<file path="config.mk">
export PLATFORM = sky130hd
export DESIGN_NAME = periodic_task_heap_scheduler
export DESIGN_NICKNAME = d
export VERILOG_FILES = /design/src/pths_pkg.sv /design/src/pths_ram.sv /design/src/pths_dpath.sv /design/src/pths_ctrl.sv /design/src/periodic_task_heap_scheduler.sv
export SDC_FILE = /design/constraint.sdc
export NUM_CORES = 2
export LEC_CHECK = 0
export BUFFER_PORTS_ARGS = -buffer_cell sky130_fd_sc_hd__buf_2
export CAP_MARGIN = 20
export CORE_ASPECT_RATIO = 0.75
export CORE_MARGIN = 1
export CORE_UTILIZATION = 43
export DETAILED_ROUTE_END_ITERATION = 8
export PLACE_DENSITY = 0.59
export SKIP_LAST_GASP = 1
export SYNTH_ARGS = -nofsm -noshare
export SYNTH_HDL_FRONTEND = slang
export SYNTH_SLANG_ARGS = --single-unit
</file>
<file path="constraint.sdc">
create_clock -name i_clk -period 13.7 [get_ports i_clk]
set_input_delay 2.74 -clock i_clk [delete_from_list [all_inputs] [get_ports i_clk]]
set_output_delay 2.74 -clock i_clk [all_outputs]
set_load 0.01 [all_outputs]
</file>
<file path="src/pths_pkg.sv">
// ----------------------------------------------------------------------------
// pths_pkg
// Shared constants, types and the heap ordering function.
// ----------------------------------------------------------------------------
package pths_pkg;

    localparam int MAX_TASKS    = 16;
    localparam int MAX_DISPATCH = 64;
    localparam int IDX_W  = (MAX_TASKS > 1) ? $clog2(MAX_TASKS) : 1;
    localparam int CNT_W  = $clog2(MAX_TASKS + 1);
    localparam int DISP_W = $clog2(MAX_DISPATCH + 1);

    localparam logic       MODE_ADD  = 1'b0;
    localparam logic       MODE_TICK = 1'b1;
    localparam logic [1:0] KIND_ADD  = 2'd0;
    localparam logic [1:0] KIND_DISP = 2'd1;
    localparam logic [1:0] KIND_IDLE = 2'd2;

    typedef struct packed {
        logic [7:0]         handler;
        logic [31:0]        interval;
        logic [31:0]        due;
        logic signed [15:0] prio;
    } t_entry;

    localparam int ENTRY_W = $bits(t_entry);

    typedef struct packed {
        logic tick_start;
        logic load_add;
        logic up_rd;
        logic up_cmp;
        logic chk_rd;
        logic chk_take;
        logic last_rd;
        logic dn_load;
        logic dn_rd;
        logic dn_cmp;
        logic push_item;
        logic emit_pend;
        logic emit_add;
        logic emit_idle;
        logic emit_last;
        logic emit_acc;
    } t_cmd;

    typedef struct packed {
        logic add_ok;
        logic x_zero;
        logic up_stop;
        logic due_ok;
        logic cnt_one;
        logic dn_stop;
        logic pend_valid;
    } t_stat;

    // Earlier due time first, lower priority on a tie.
    function automatic logic goes_before(input t_entry a, input t_entry b);
        if (a.due != b.due) begin
            return a.due < b.due;
        end
        return a.prio < b.prio;
    endfunction

endpackage

</file>
<file path="src/pths_ram.sv">
// ----------------------------------------------------------------------------
// pths_ram
// Generic RAM, one write port, two registered read ports.
// ----------------------------------------------------------------------------
module pths_ram #(
    parameter int WIDTH = 8,
    parameter int DEPTH = 16
) (
    input  logic                                       i_clk,
    input  logic                                       i_we,
    input  logic [((DEPTH > 1) ? $clog2(DEPTH) : 1)-1:0] i_waddr,
    input  logic [WIDTH-1:0]                           i_wdata,
    input  logic [((DEPTH > 1) ? $clog2(DEPTH) : 1)-1:0] i_raddr0,
    input  logic [((DEPTH > 1) ? $clog2(DEPTH) : 1)-1:0] i_raddr1,
    output logic [WIDTH-1:0]                           o_rdata0,
    output logic [WIDTH-1:0]                           o_rdata1
);
    logic [WIDTH-1:0] r_mem [DEPTH];

    always_ff @(posedge i_clk) begin
        if (i_we) begin
            r_mem[i_waddr] <= i_wdata;
        end
        o_rdata0 <= r_mem[i_raddr0];
        o_rdata1 <= r_mem[i_raddr1];
    end
endmodule

</file>
<file path="src/pths_dpath.sv">
// ----------------------------------------------------------------------------
// pths_dpath
// Heap storage, sift registers, counters and result registers.
// ----------------------------------------------------------------------------
module pths_dpath (
    input  logic                 i_clk,
    input  logic                 i_rst_n,
    input  pths_pkg::t_cmd       i_cmd,
    output pths_pkg::t_stat      o_stat,
    input  logic [7:0]           i_task_handler,
    input  logic [31:0]          i_interval,
    input  logic signed [15:0]   i_priority_req,
    input  logic [31:0]          i_current_time,
    output logic                 o_strobe,
    output logic [1:0]           o_kind,
    output logic                 o_accepted,
    output logic [7:0]           o_dispatched_handler,
    output logic [31:0]          o_was_due_at,
    output logic                 o_last
);
    import pths_pkg::*;

    t_entry            r_v, r_item;
    logic [IDX_W-1:0]  r_x;
    logic [CNT_W-1:0]  r_cnt;
    logic [DISP_W-1:0] r_n;
    logic [31:0]       r_now;
    logic [7:0]        r_pend_h;
    logic [31:0]       r_pend_due;
    logic              r_pend_v;

    logic [ENTRY_W-1:0] rdata0, rdata1, wdata;
    logic [IDX_W-1:0]   raddr0, waddr, par;
    logic [IDX_W+1:0]   lw, rw;
    logic               we;
    t_entry             e0, e1, best, child;
    logic               l_in, r_in, sel_l, sel_r;

    assign e0  = t_entry'(rdata0);
    assign e1  = t_entry'(rdata1);
    assign par = (r_x - IDX_W'(1)) >> 1;
    assign lw  = {1'b0, r_x, 1'b1};
    assign rw  = {1'b0, r_x, 1'b0} + (IDX_W+2)'(2);
    assign l_in  = lw < (IDX_W+2)'(r_cnt);
    assign r_in  = rw < (IDX_W+2)'(r_cnt);
    assign sel_l = l_in && goes_before(e0, r_v);
    assign best  = sel_l ? e0 : r_v;
    assign sel_r = r_in && goes_before(e1, best);
    assign child = sel_r ? e1 : e0;

    assign o_stat.add_ok     = (r_cnt < CNT_W'(MAX_TASKS)) && (i_task_handler != 8'd0);
    assign o_stat.x_zero     = (r_x == '0);
    assign o_stat.up_stop    = !goes_before(r_v, e0);
    assign o_stat.due_ok     = (r_cnt != '0) && (r_now >= e0.due)
                               && (r_n < DISP_W'(MAX_DISPATCH));
    assign o_stat.cnt_one    = (r_cnt == CNT_W'(1));
    assign o_stat.dn_stop    = !sel_l && !sel_r;
    assign o_stat.pend_valid = r_pend_v;

    always_comb begin
        raddr0 = '0;
        if (i_cmd.up_rd) begin
            raddr0 = par;
        end else if (i_cmd.last_rd) begin
            raddr0 = r_cnt[IDX_W-1:0];
        end else if (i_cmd.dn_rd) begin
            raddr0 = lw[IDX_W-1:0];
        end
        we    = 1'b0;
        waddr = r_x;
        wdata = r_v;
        if (i_cmd.up_rd && o_stat.x_zero) begin
            we = 1'b1;
        end else if (i_cmd.up_cmp) begin
            we = 1'b1;
            if (!o_stat.up_stop) begin
                wdata = e0;
            end
        end else if (i_cmd.dn_cmp) begin
            we = 1'b1;
            if (!o_stat.dn_stop) begin
                wdata = child;
            end
        end
    end

    pths_ram #(.WIDTH(ENTRY_W), .DEPTH(MAX_TASKS)) u_ram (
        .i_clk    (i_clk),
        .i_we     (we),
        .i_waddr  (waddr),
        .i_wdata  (wdata),
        .i_raddr0 (raddr0),
        .i_raddr1 (rw[IDX_W-1:0]),
        .o_rdata0 (rdata0),
        .o_rdata1 (rdata1)
    );

    always_ff @(posedge i_clk) begin
        if (!i_rst_n) begin
            r_cnt    <= '0;
            r_pend_v <= 1'b0;
            o_strobe <= 1'b0;
        end else begin
            o_strobe <= i_cmd.emit_pend || i_cmd.emit_add || i_cmd.emit_idle;
            if (i_cmd.tick_start) begin
                r_now    <= i_current_time;
                r_n      <= '0;
                r_pend_v <= 1'b0;
            end
            if (i_cmd.load_add) begin
                r_v   <= '{handler: i_task_handler, interval: i_interval,
                           due: 32'd0, prio: i_priority_req};
                r_x   <= r_cnt[IDX_W-1:0];
                r_cnt <= r_cnt + CNT_W'(1);
            end
            if (i_cmd.push_item) begin
                r_v   <= r_item;
                r_x   <= r_cnt[IDX_W-1:0];
                r_cnt <= r_cnt + CNT_W'(1);
            end
            if (i_cmd.up_cmp && !o_stat.up_stop) begin
                r_x <= par;
            end
            if (i_cmd.chk_take) begin
                r_pend_h   <= e0.handler;
                r_pend_due <= e0.due;
                r_pend_v   <= 1'b1;
                r_item     <= '{handler: e0.handler, interval: e0.interval,
                                due: e0.due + e0.interval, prio: e0.prio};
                r_n        <= r_n + DISP_W'(1);
                r_cnt      <= r_cnt - CNT_W'(1);
            end
            if (i_cmd.dn_load) begin
                r_v <= e0;
                r_x <= '0;
            end
            if (i_cmd.dn_cmp && !o_stat.dn_stop) begin
                r_x <= sel_r ? rw[IDX_W-1:0] : lw[IDX_W-1:0];
            end
        end
    end

    always_ff @(posedge i_clk) begin
        if (i_cmd.emit_pend) begin
            o_kind               <= KIND_DISP;
            o_accepted           <= 1'b0;
            o_dispatched_handler <= r_pend_h;
            o_was_due_at         <= r_pend_due;
            o_last               <= i_cmd.emit_last;
        end else if (i_cmd.emit_add || i_cmd.emit_idle) begin
            o_kind               <= i_cmd.emit_add ? KIND_ADD : KIND_IDLE;
            o_accepted           <= i_cmd.emit_add && i_cmd.emit_acc;
            o_dispatched_handler <= 8'd0;
            o_was_due_at         <= 32'd0;
            o_last               <= 1'b1;
        end
    end
endmodule

</file>
<file path="src/pths_ctrl.sv">
// ----------------------------------------------------------------------------
// pths_ctrl
// Sequencer for insert, tick check, extract and reinsert.
// ----------------------------------------------------------------------------
module pths_ctrl (
    input  logic            i_clk,
    input  logic            i_rst_n,
    input  logic            start,
    input  logic            i_mode,
    input  pths_pkg::t_stat i_stat,
    output pths_pkg::t_cmd  o_cmd,
    output logic            busy
);
    import pths_pkg::*;

    localparam logic [3:0] S_IDLE    = 4'd0;
    localparam logic [3:0] S_UP_RD   = 4'd1;
    localparam logic [3:0] S_UP_CMP  = 4'd2;
    localparam logic [3:0] S_CHK_RD  = 4'd3;
    localparam logic [3:0] S_CHK     = 4'd4;
    localparam logic [3:0] S_LAST_RD = 4'd5;
    localparam logic [3:0] S_DN_LD   = 4'd6;
    localparam logic [3:0] S_DN_RD   = 4'd7;
    localparam logic [3:0] S_DN_CMP  = 4'd8;
    localparam logic [3:0] S_PUSH    = 4'd9;

    logic [3:0] r_state, n_state;
    logic       r_tick, n_tick;

    assign busy = (r_state != S_IDLE);

    always_comb begin
        o_cmd   = '0;
        n_state = r_state;
        n_tick  = r_tick;
        case (r_state)
            S_IDLE: begin
                if (start) begin
                    if (i_mode == MODE_TICK) begin
                        o_cmd.tick_start = 1'b1;
                        n_tick  = 1'b1;
                        n_state = S_CHK_RD;
                    end else begin
                        n_tick = 1'b0;
                        if (i_stat.add_ok) begin
                            o_cmd.load_add = 1'b1;
                            n_state = S_UP_RD;
                        end else begin
                            o_cmd.emit_add = 1'b1;
                        end
                    end
                end
            end
            S_UP_RD, S_UP_CMP: begin
                o_cmd.up_rd  = (r_state == S_UP_RD);
                o_cmd.up_cmp = (r_state == S_UP_CMP);
                if ((r_state == S_UP_RD) ? i_stat.x_zero : i_stat.up_stop) begin
                    if (r_tick) begin
                        n_state = S_CHK_RD;
                    end else begin
                        o_cmd.emit_add = 1'b1;
                        o_cmd.emit_acc = 1'b1;
                        n_state = S_IDLE;
                    end
                end else begin
                    n_state = (r_state == S_UP_RD) ? S_UP_CMP : S_UP_RD;
                end
            end
            S_CHK_RD: begin
                o_cmd.chk_rd = 1'b1;
                n_state = S_CHK;
            end
            S_CHK: begin
                if (i_stat.due_ok) begin
                    o_cmd.chk_take  = 1'b1;
                    o_cmd.emit_pend = i_stat.pend_valid;
                    n_state = i_stat.cnt_one ? S_PUSH : S_LAST_RD;
                end else begin
                    o_cmd.emit_pend = i_stat.pend_valid;
                    o_cmd.emit_last = 1'b1;
                    o_cmd.emit_idle = !i_stat.pend_valid;
                    n_state = S_IDLE;
                end
            end
            S_LAST_RD: begin
                o_cmd.last_rd = 1'b1;
                n_state = S_DN_LD;
            end
            S_DN_LD: begin
                o_cmd.dn_load = 1'b1;
                n_state = S_DN_RD;
            end
            S_DN_RD: begin
                o_cmd.dn_rd = 1'b1;
                n_state = S_DN_CMP;
            end
            S_DN_CMP: begin
                o_cmd.dn_cmp = 1'b1;
                n_state = i_stat.dn_stop ? S_PUSH : S_DN_RD;
            end
            S_PUSH: begin
                o_cmd.push_item = 1'b1;
                n_state = S_UP_RD;
            end
            default: begin
                n_state = S_IDLE;
            end
        endcase
    end

    always_ff @(posedge i_clk) begin
        if (!i_rst_n) begin
            r_state <= S_IDLE;
            r_tick  <= 1'b0;
        end else begin
            r_state <= n_state;
            r_tick  <= n_tick;
        end
    end
endmodule

</file>
<file path="src/periodic_task_heap_scheduler.sv">
// ----------------------------------------------------------------------------
// periodic_task_heap_scheduler
// Periodic task scheduler on a binary min-heap kept in a two-read-port RAM.
// ----------------------------------------------------------------------------
// Usage:
//   Drive the item fields and pulse start while busy is low; the item is
//   taken at that edge. An add (mode 0) stores a task with due time 0; a tick
//   (mode 1) dispatches due tasks in heap order, lowest due time first and
//   lower priority on a tie, up to MAX_DISPATCH per tick.
//   Every result shows on the o_ ports for one cycle with o_strobe high and
//   o_last marks the final result of an item. The receiver cannot stall.
// Sequence:
//   A rejected add answers in the cycle after start. An accepted add sifts up
//   one heap level at a time (parent read, then compare and write). Each tick
//   dispatch does a root check (read, then compare), reads the last entry into
//   the root, sifts it down a level at a time (child read, then compare and write)
//   and sifts the reinserted task up; the single RAM write port paces each step.
// Reset:
//   Synchronous, active low; empties the heap, the RAM contents need no
//   clearing since only entries below the fill count are ever used.
// ----------------------------------------------------------------------------
module periodic_task_heap_scheduler (
    input  logic               i_clk,
    input  logic               i_rst_n,
    input  logic               start,
    output logic               busy,
    input  logic               i_mode,
    input  logic [7:0]         i_task_handler,
    input  logic [31:0]        i_interval,
    input  logic signed [15:0] i_priority_req,
    input  logic [31:0]        i_current_time,
    output logic               o_strobe,
    output logic [1:0]         o_kind,
    output logic               o_accepted,
    output logic [7:0]         o_dispatched_handler,
    output logic [31:0]        o_was_due_at,
    output logic               o_last
);
    import pths_pkg::*;

    // Command and status between the sequencer and the heap datapath.
    t_cmd  cmd;
    t_stat stat;

    pths_ctrl u_ctrl (
        .i_clk   (i_clk),
        .i_rst_n (i_rst_n),
        .start   (start),
        .i_mode  (i_mode),
        .i_stat  (stat),
        .o_cmd   (cmd),
        .busy    (busy)
    );

    pths_dpath u_dpath (
        .i_clk                (i_clk),
        .i_rst_n              (i_rst_n),
        .i_cmd                (cmd),
        .o_stat               (stat),
        .i_task_handler       (i_task_handler),
        .i_interval           (i_interval),
        .i_priority_req       (i_priority_req),
        .i_current_time       (i_current_time),
        .o_strobe             (o_strobe),
        .o_kind               (o_kind),
        .o_accepted           (o_accepted),
        .o_dispatched_handler (o_dispatched_handler),
        .o_was_due_at         (o_was_due_at),
        .o_last               (o_last)
    );
endmodule

</file>
==> After elaboration in Yosys (flattened, before gate mapping) <==
Memories as Yosys holds them, arrays and structs flattened. A register that Yosys moved wholly into a read port is not among the register bits.
Index checks and enable logic that the tools add are counted.
{ "word_totals": {"register_bits": 307, "latchBits": 0, "ram_bits": 1408, "mem_bits_ro": 0, "output_inout_bits": 46, "wordCells": 172, "mem_count": 1} }
{ "classes": {"addsub": 6, "n_mul": 0, "div_mod_pow": 0, "n_lt_le_gt_ge": 11, "eq_ne": 15, "n_shift": 0, "n_mux": 81, "bitwise_logic": 0, "reduce_logical": 36} }
{ "mem_list": {"columns": ["name", "depth", "word_bits", "read_ports", "rd_ports_with_merged_regs", "write_ports", "line_no", "text"], "rows": [
  ["u_dpath.u_ram.r_mem", 16, 88, 2, 2, 1, "pths_ram.sv:18", "logic [WIDTH-1:0] r_mem [DEPTH];"]
]} }
{ "op_table": {"columns": ["operator", "count"], "rows": [
  ["$mux 88", 9],
  ["$lt 32x32->1", 3],
  ["$ne 32x32->1", 3],
  ["$mux 32", 2],
  ["$mux 4", 16],
  ["$lt 16x16->1", 3],
  ["$mux 48", 1],
  ["$mux 1", 36],
  ["$pmux 4 s9", 1],
  ["$add 32x32->32", 1],
  ["$ge 32x32->1", 1],
  ["$eq 4x3->1 const B", 4],
  ["$mux 2", 8],
  ["$mux 8", 2],
  ["$mux 5", 3],
  ["$mux 7", 2],
  ["$reduce_and 2->1", 7],
  ["$logic_and 1x1->1", 10],
  ["$reduce_bool 5->1", 2],
  ["$eq 4x2->1 const B", 2],
  ["$eq 4x4->1 const B", 2],
  ["$logic_not 4->1", 2],
  ["$reduce_bool 8->1", 1],
  ["$add 7x1->7 const B", 1],
  ["other kinds (19)", 27]
]} }

==> Logic depth before layout (Yosys ltp) <==
{ "depth": {"word_depth": 15, "ltp_mapped": 28, "mapped_depth_nobuf": 22} }

==> Hierarchy <==
A second synthesis with hierarchy kept.
{ "unflattened": {"hier_cells": 4960, "area_unflattened_um2": 86538.0} }
{ "modules_own_cells": {"columns": ["mod", "n_inst", "cells_per_inst", "area_each_um2", "seq_area_each_um2"], "rows": [
  ["pths_ram", 1, 3081, 66263.6, 45803.9],
  ["pths_dpath", 1, 1812, 19781.5, 8968.6],
  ["pths_ctrl", 1, 67, 493.0, 100.1]
]} }

==> Worst setup path after synthesis <==
No wires, ideal clock.
{ "synth_path": {"kind": "input to register", "start": "input i_rst_n", "end": "register u_dpath.r_n[0], enable pin", "setup_ns": 0.332, "arrival_ns": 11.950, "required_ns": 13.368, "slack_ns": 1.419, "cell_stages": 3, "n_path_buf": 0, "path_cell_list": "inv_1 nor3_1 or2_2"} }
{ "synth_via": {"elab_chain_cells": 1} }
{ "synth_lines": {"columns": ["item", "line_no", "text"], "rows": [
  ["start, declared", "periodic_task_heap_scheduler.sv:24", "input logic i_rst_n,"],
  ["$reduce_and 2->1 (no line)", null, null],
  ["end signal, assigned", "pths_dpath.sv:130", "r_n <= r_n + DISP_W'(1);"],
  ["end, declared", "pths_dpath.sv:26", "logic [DISP_W-1:0] r_n;"]
]} }
No other way between the ends.
A chain may end at the register's enable or synchronous reset.

==> Worst setup path in the final report <==
{ "layout_path": {"start": "register u_dpath.u_ram.o_rdata0[41], read port of u_dpath.u_ram.r_mem", "end": "memory u_dpath.u_ram.r_mem[12][71] (netlist name) (data pin)"} }
{ "layout_via": {"elab_chain_cells": 15, "elab_cells_between_ends": 28, "cone_classes": "order compare (4); eq/ne (3); mux (16); reduce/logical (5)"} }
{ "layout_lines": {"columns": ["item", "line_no", "text"], "rows": [
  ["start, declared", "pths_ram.sv:15", "output logic [WIDTH-1:0] o_rdata0,"],
  ["$lt 32x32->1 or $ne 32x32->1 (tied branches)", "pths_pkg.sv:60, pths_pkg.sv:59", null],
  ["$mux 1", "pths_pkg.sv:59", "if (a.due != b.due) begin"],
  ["$mux 1", "pths_pkg.sv:62", "return a.prio < b.prio;"],
  ["$logic_and 1x1->1", "pths_dpath.sv:46", "assign sel_l = l_in && goes_before(e0, r_v);"],
  ["$mux 48", "pths_dpath.sv:47", "assign best = sel_l ? e0 : r_v;"],
  ["$lt 32x32->1 or $ne 32x32->1 (tied branches)", "pths_pkg.sv:60, pths_pkg.sv:59", null],
  ["$mux 1", "pths_pkg.sv:59", null],
  ["$mux 1", "pths_pkg.sv:62", null],
  ["$logic_and 1x1->1", "pths_dpath.sv:48", "assign sel_r = r_in && goes_before(e1, best);"],
  ["$logic_not 1->1", "pths_dpath.sv:57", "assign o_stat.dn_stop = !sel_l && !sel_r;"],
  ["$logic_and 1x1->1", "pths_dpath.sv:57", null],
  ["$mux 88", "pths_dpath.sv:81", "if (!o_stat.dn_stop) begin"],
  ["$mux 88", "pths_dpath.sv:79", "end else if (i_cmd.dn_cmp) begin"],
  ["$mux 88 *", "pths_dpath.sv:74", "end else if (i_cmd.up_cmp) begin"],
  ["$mux 88 *", "pths_dpath.sv:72", "if (i_cmd.up_rd && o_stat.x_zero) begin"],
  ["via u_dpath.u_ram.i_wdata[71]", "pths_ram.sv:12", "input logic [WIDTH-1:0] i_wdata,"],
  ["end, declared", "pths_ram.sv:18", null]
]} }
The timed path passes the listed nets; every way through them passes the cells marked *. The select of a mux whose other input is x is not followed.

==> key figures <==
CTS
  – Num CTS Buffers: 186
  – Clock latency on the worst-skew pair: 0.83 ns
  – Post-CTS resize count: 0
  – Clock Path Buffers: 3
  – Root buf cell: clkbuf_16
  – Cts hold-fix bufs: 0
  – Post-CTS repair timing setup buffer count: 0
  – Worst-path clk slew: ~0.070 ns
  – Clk sink count: 1,891
  – CTS tree: done
  – H-tree lvl count: 4

STA
  – Pins Over Slew Limit: 0
  – Setup Skew: 0.0412 ns
  – TNS Setup: 0 ns
  – Worst Max-Slew Pin Slew: 1.29 ns
  – Tmin final: 9.09 ns
  – Unrepaired setup endpoints after global routing: no
  – Final setup violating endpoints: 0
  – PnR worst setup slack: ~4.6 ns
  – Rel. slew slack: approximately 14%
  – Fin crit share: about two thirds
  – Hold Violations, Final: 0
  – Max frequency: 110 MHz

Die
  – I/O pin total: 138
  – Starting Density: 43.5%
  – Rows: about 140
  – Die height: between 300 and 400 microns
  – Placeable Area: 190,000 sq um
  – Die X: 508 microns
  – Die Footprint: 194,000 sq um

Logic synthesis
  – Area leader, netlist: edfxtp_1
  – Xor and xnor area share after synthesis: 0.467%
  – Post-synthesis compound-gate area fraction: roughly an eighth
  – Seq/Total Area, Yosys: 66.5%
  – Synthesized Nets: ~6,300
  – Post-synth EDFFs: 1,700
  – Synth top area share: 61.8%
  – Yosys warnings: 0
  – Adder-Cell Fraction of Synth Area: 2.68%
  – Area contributors post-synth: edfxtp_1 (62%), mux4_2 (4.8%), dfxtp_1 (4.6%)
  – Yosys reg bits: 1,891
  – Prevailing post-synth register cell: edfxtp_1
  – Post-synth cell types: 66
  – Main combinational cell family by area after synthesis: compound AO/OA/AOI/OAI gates
  – Synth Area in Simple Gates: approximately 9.0%
  – Count leader, synth: edfxtp_1
  – Post-synthesis mux area share: under 10%
  – Synth cell count leaders: edfxtp_1 (1,700), nand2_1 (841), a211oi_1 (449), clkbuf_1 (375), and2_1 (360)
  – Async set-reset flop share out of synthesis: 0%
  – Gate Count Post-Synth: 5,993
  – Post-synthesis cell area: slightly above 80,000 sq um
  – Mean post-synth cell area: 13.8 sq um

Critical path
  – Crit-path max cell delay: 1.02 ns
  – Slowest CP cell: nor4_1
  – Delay-heaviest family, CP: compound AO/OA/AOI/OAI gates
  – Nature of the critical path startpoint: flip-flop
  – Critical path class: reg2reg
  – CP Cell Sequence: ha_1, a211oi_1, o21bai_1, a21oi_1, o21ai_0, o31ai_1, buf_4, nand3_4, nor2_1, a21oi_1, ha_1, nand4_1, nor4_1, nand3_1, a21oi_1, o21ai_0, o22ai_1, o311a_4, o31a_2, buf_12, nor2b_1, a221o_1
  – CP endpoint kind: flip-flop
  – Critical Path AT: 9.55 ns
  – WP buf/inv: 2
  – Required time of the critical path: 14.16 ns
  – Worst-path fanout max: 53
  – CP dominant cell by count: a21oi_1

Detailed routing
  – Drt via density: just over 6
  – Drt initial violations: approximately 6,200
  – Via Count: 52,618
  – Drt pass-1 iters: 6
  – # DRC: 0
  – Drt wl/cell: 28.1 microns
  – DRT antenna net count: 0
  – Detailed Route WL: 244,000 microns

Status
  – Run status: completed

Power
  – PD cells: 159 nW/um^2
  – Max VDD drop: 0.137 mV
  – P_leak: about 30 nW

Final layout
  – Layout cell share with drive strength beyond 1: 13.0%
  – Nets: 6,248
  – Area Growth Syn to Fin: 11.5%

Global routing
  – Largest net degree at the start of global routing: 210
  – Global-route wire length before repair: 352,000 microns
  – Initial antenna violation count: 9
  – Number of global-route vias before repair: 49,669
  – Tot GR Track Use: 24.8%
  – GRT overflow: 0

Place
  – Gpl congestion: 0.944
  – Place WS: 4.82 ns
  – Dpl hpwl: 131,000 microns
  – Buffers on Ports: approximately 140

Run
  – Max_cap viols: 0

Hold path
  – Min-Delay Path Class: reg2reg
## final cells by class
| type | count | area [sq um] |
|---|---|---|
| diodes | 4 | 10.0 |
| clock buffers | 278 | 5370 |
| clock inverters | 74 | 796 |
| fillers | 16254 | 97700 |
| inverters | 109 | 409 |
| multi-input cells | 3570 | 25900 |
| flip-flops and latches | 1891 | 54900 |
| well taps | 2520 | 3150 |
| repair buffers | 222 | 1550 |
## stage by stage
stage	power (mW)	hold slack, ns	instances	utilization (%)	instance area (sq um)
finish	14.7	0.476	8668	48.5	92000
global route	15.2	0.503	8666	48.5	92000
CTS	14.7	0.486	8663	48.5	92000
detailed placement	9.55	0.466	8311	45.2	85800
global placement	9.52	0.476	8309	45.2	85800
floorplan	8.67	0.431	5993	-	82600
## worst paths after layout
kind / to / from / slack [ns] / cells after the start
setup / recovery: u_dpath.u_ram.r_mem[12][71] / u_dpath.u_ram.o_rdata0[41] / 4.61 / 22
hold / removal: u_dpath.r_item[83] / u_dpath.u_ram.o_rdata0[83] / 0.48 / 0
setup reg to reg: u_dpath.u_ram.r_mem[12][71] / u_dpath.u_ram.o_rdata0[41] / 4.61 / 22
hold reg to reg: u_dpath.r_item[83] / u_dpath.u_ram.o_rdata0[83] / 0.48 / 0
## power breakdown
part           switching (mW)  total, mW  internal, mW  leakage, nW
logic                    1.58       2.45         0.873         10.5
clock network            2.24       5.19          2.95         3.00
registers               0.314       7.04          6.72         17.0
total                    4.13       14.7          10.5         30.5
## cell usage in the layout (no fill, tap or decap), types with 73 or more instances in the layout
master     instances
inv_1            109
nand2_1          840
dfxtp_1          190
ha_1             174
buf_2            138
a21oi_1          287
edfxtp_1        1700
nor2_1           135
and2_1           359
a31oi_1          182
mux2_2            89
mux4_2           176
a311oi_1         176
a221o_1           88
o21ai_0          139
mux2i_1           73
a211oi_1         449
clkbuf_16        191
## sequential cells by signal, indices dropped and copies added, names as in the netlist
| register | count |
|---|---|
| u_dpath.u_ram.r_mem | 1408 |
| u_dpath.o_dispatched_handler | 8 |
| u_dpath.o_strobe | 1 |
| u_ctrl.r_state | 4 |
| u_ctrl.r_tick | 1 |
| u_dpath.r_n | 7 |
| u_dpath.o_kind | 2 |
| u_dpath.u_ram.o_rdata0 | 88 |
| u_dpath.o_was_due_at | 32 |
| u_dpath.r_item | 88 |
| u_dpath.u_ram.o_rdata1 | 88 |
| u_dpath.r_pend_due | 32 |
| u_dpath.r_cnt | 5 |
| u_dpath.o_last | 1 |
| u_dpath.o_accepted | 1 |
| u_dpath.r_v | 88 |
| u_dpath.r_pend_v | 1 |
| u_dpath.r_now | 32 |
| u_dpath.r_x | 4 |
## worst reg2reg max path, cell delays in order (launching register included)
cell and delay, ns:
dfxtp_1 0.45, ha_1 0.29, a211oi_1 0.24, o21bai_1 0.11
a21oi_1 0.22, o21ai_0 0.28, o31ai_1 0.48, buf_4 0.24
nand3_4 0.61, nor2_1 0.35, a21oi_1 0.08, ha_1 0.33
nand4_1 0.16, nor4_1 1.02, nand3_1 0.39, a21oi_1 0.22
o21ai_0 0.15, o22ai_1 0.17, o311a_4 0.81, o31a_2 0.99
buf_12 0.46, nor2b_1 0.16, a221o_1 0.50
## cell families (layout without fill, tap and decap cells)
| family | after synthesis | count (layout) |
|---|---|---|
| mux | 338 | 338 |
| simple gates | 1581 | 1581 |
| xor+xnor | 44 | 44 |
| compound gates | 1431 | 1431 |
| other cells | 0 | 4 |
| flops | 1891 | 1891 |
| fa+ha+maj | 176 | 176 |
| buf+inv | 532 | 683 |
## per-layer routing
metal,share of wire (%),up-vias,global-route usage (%)
met5,0,-,0
met4,2.2,0,6.08
met3,8.2,309,3.50
met2,45,2334,37.5
met1,45,26801,37.6
li1,-,23174,-
No activity file was read; power rests on OpenSTA's default activity.
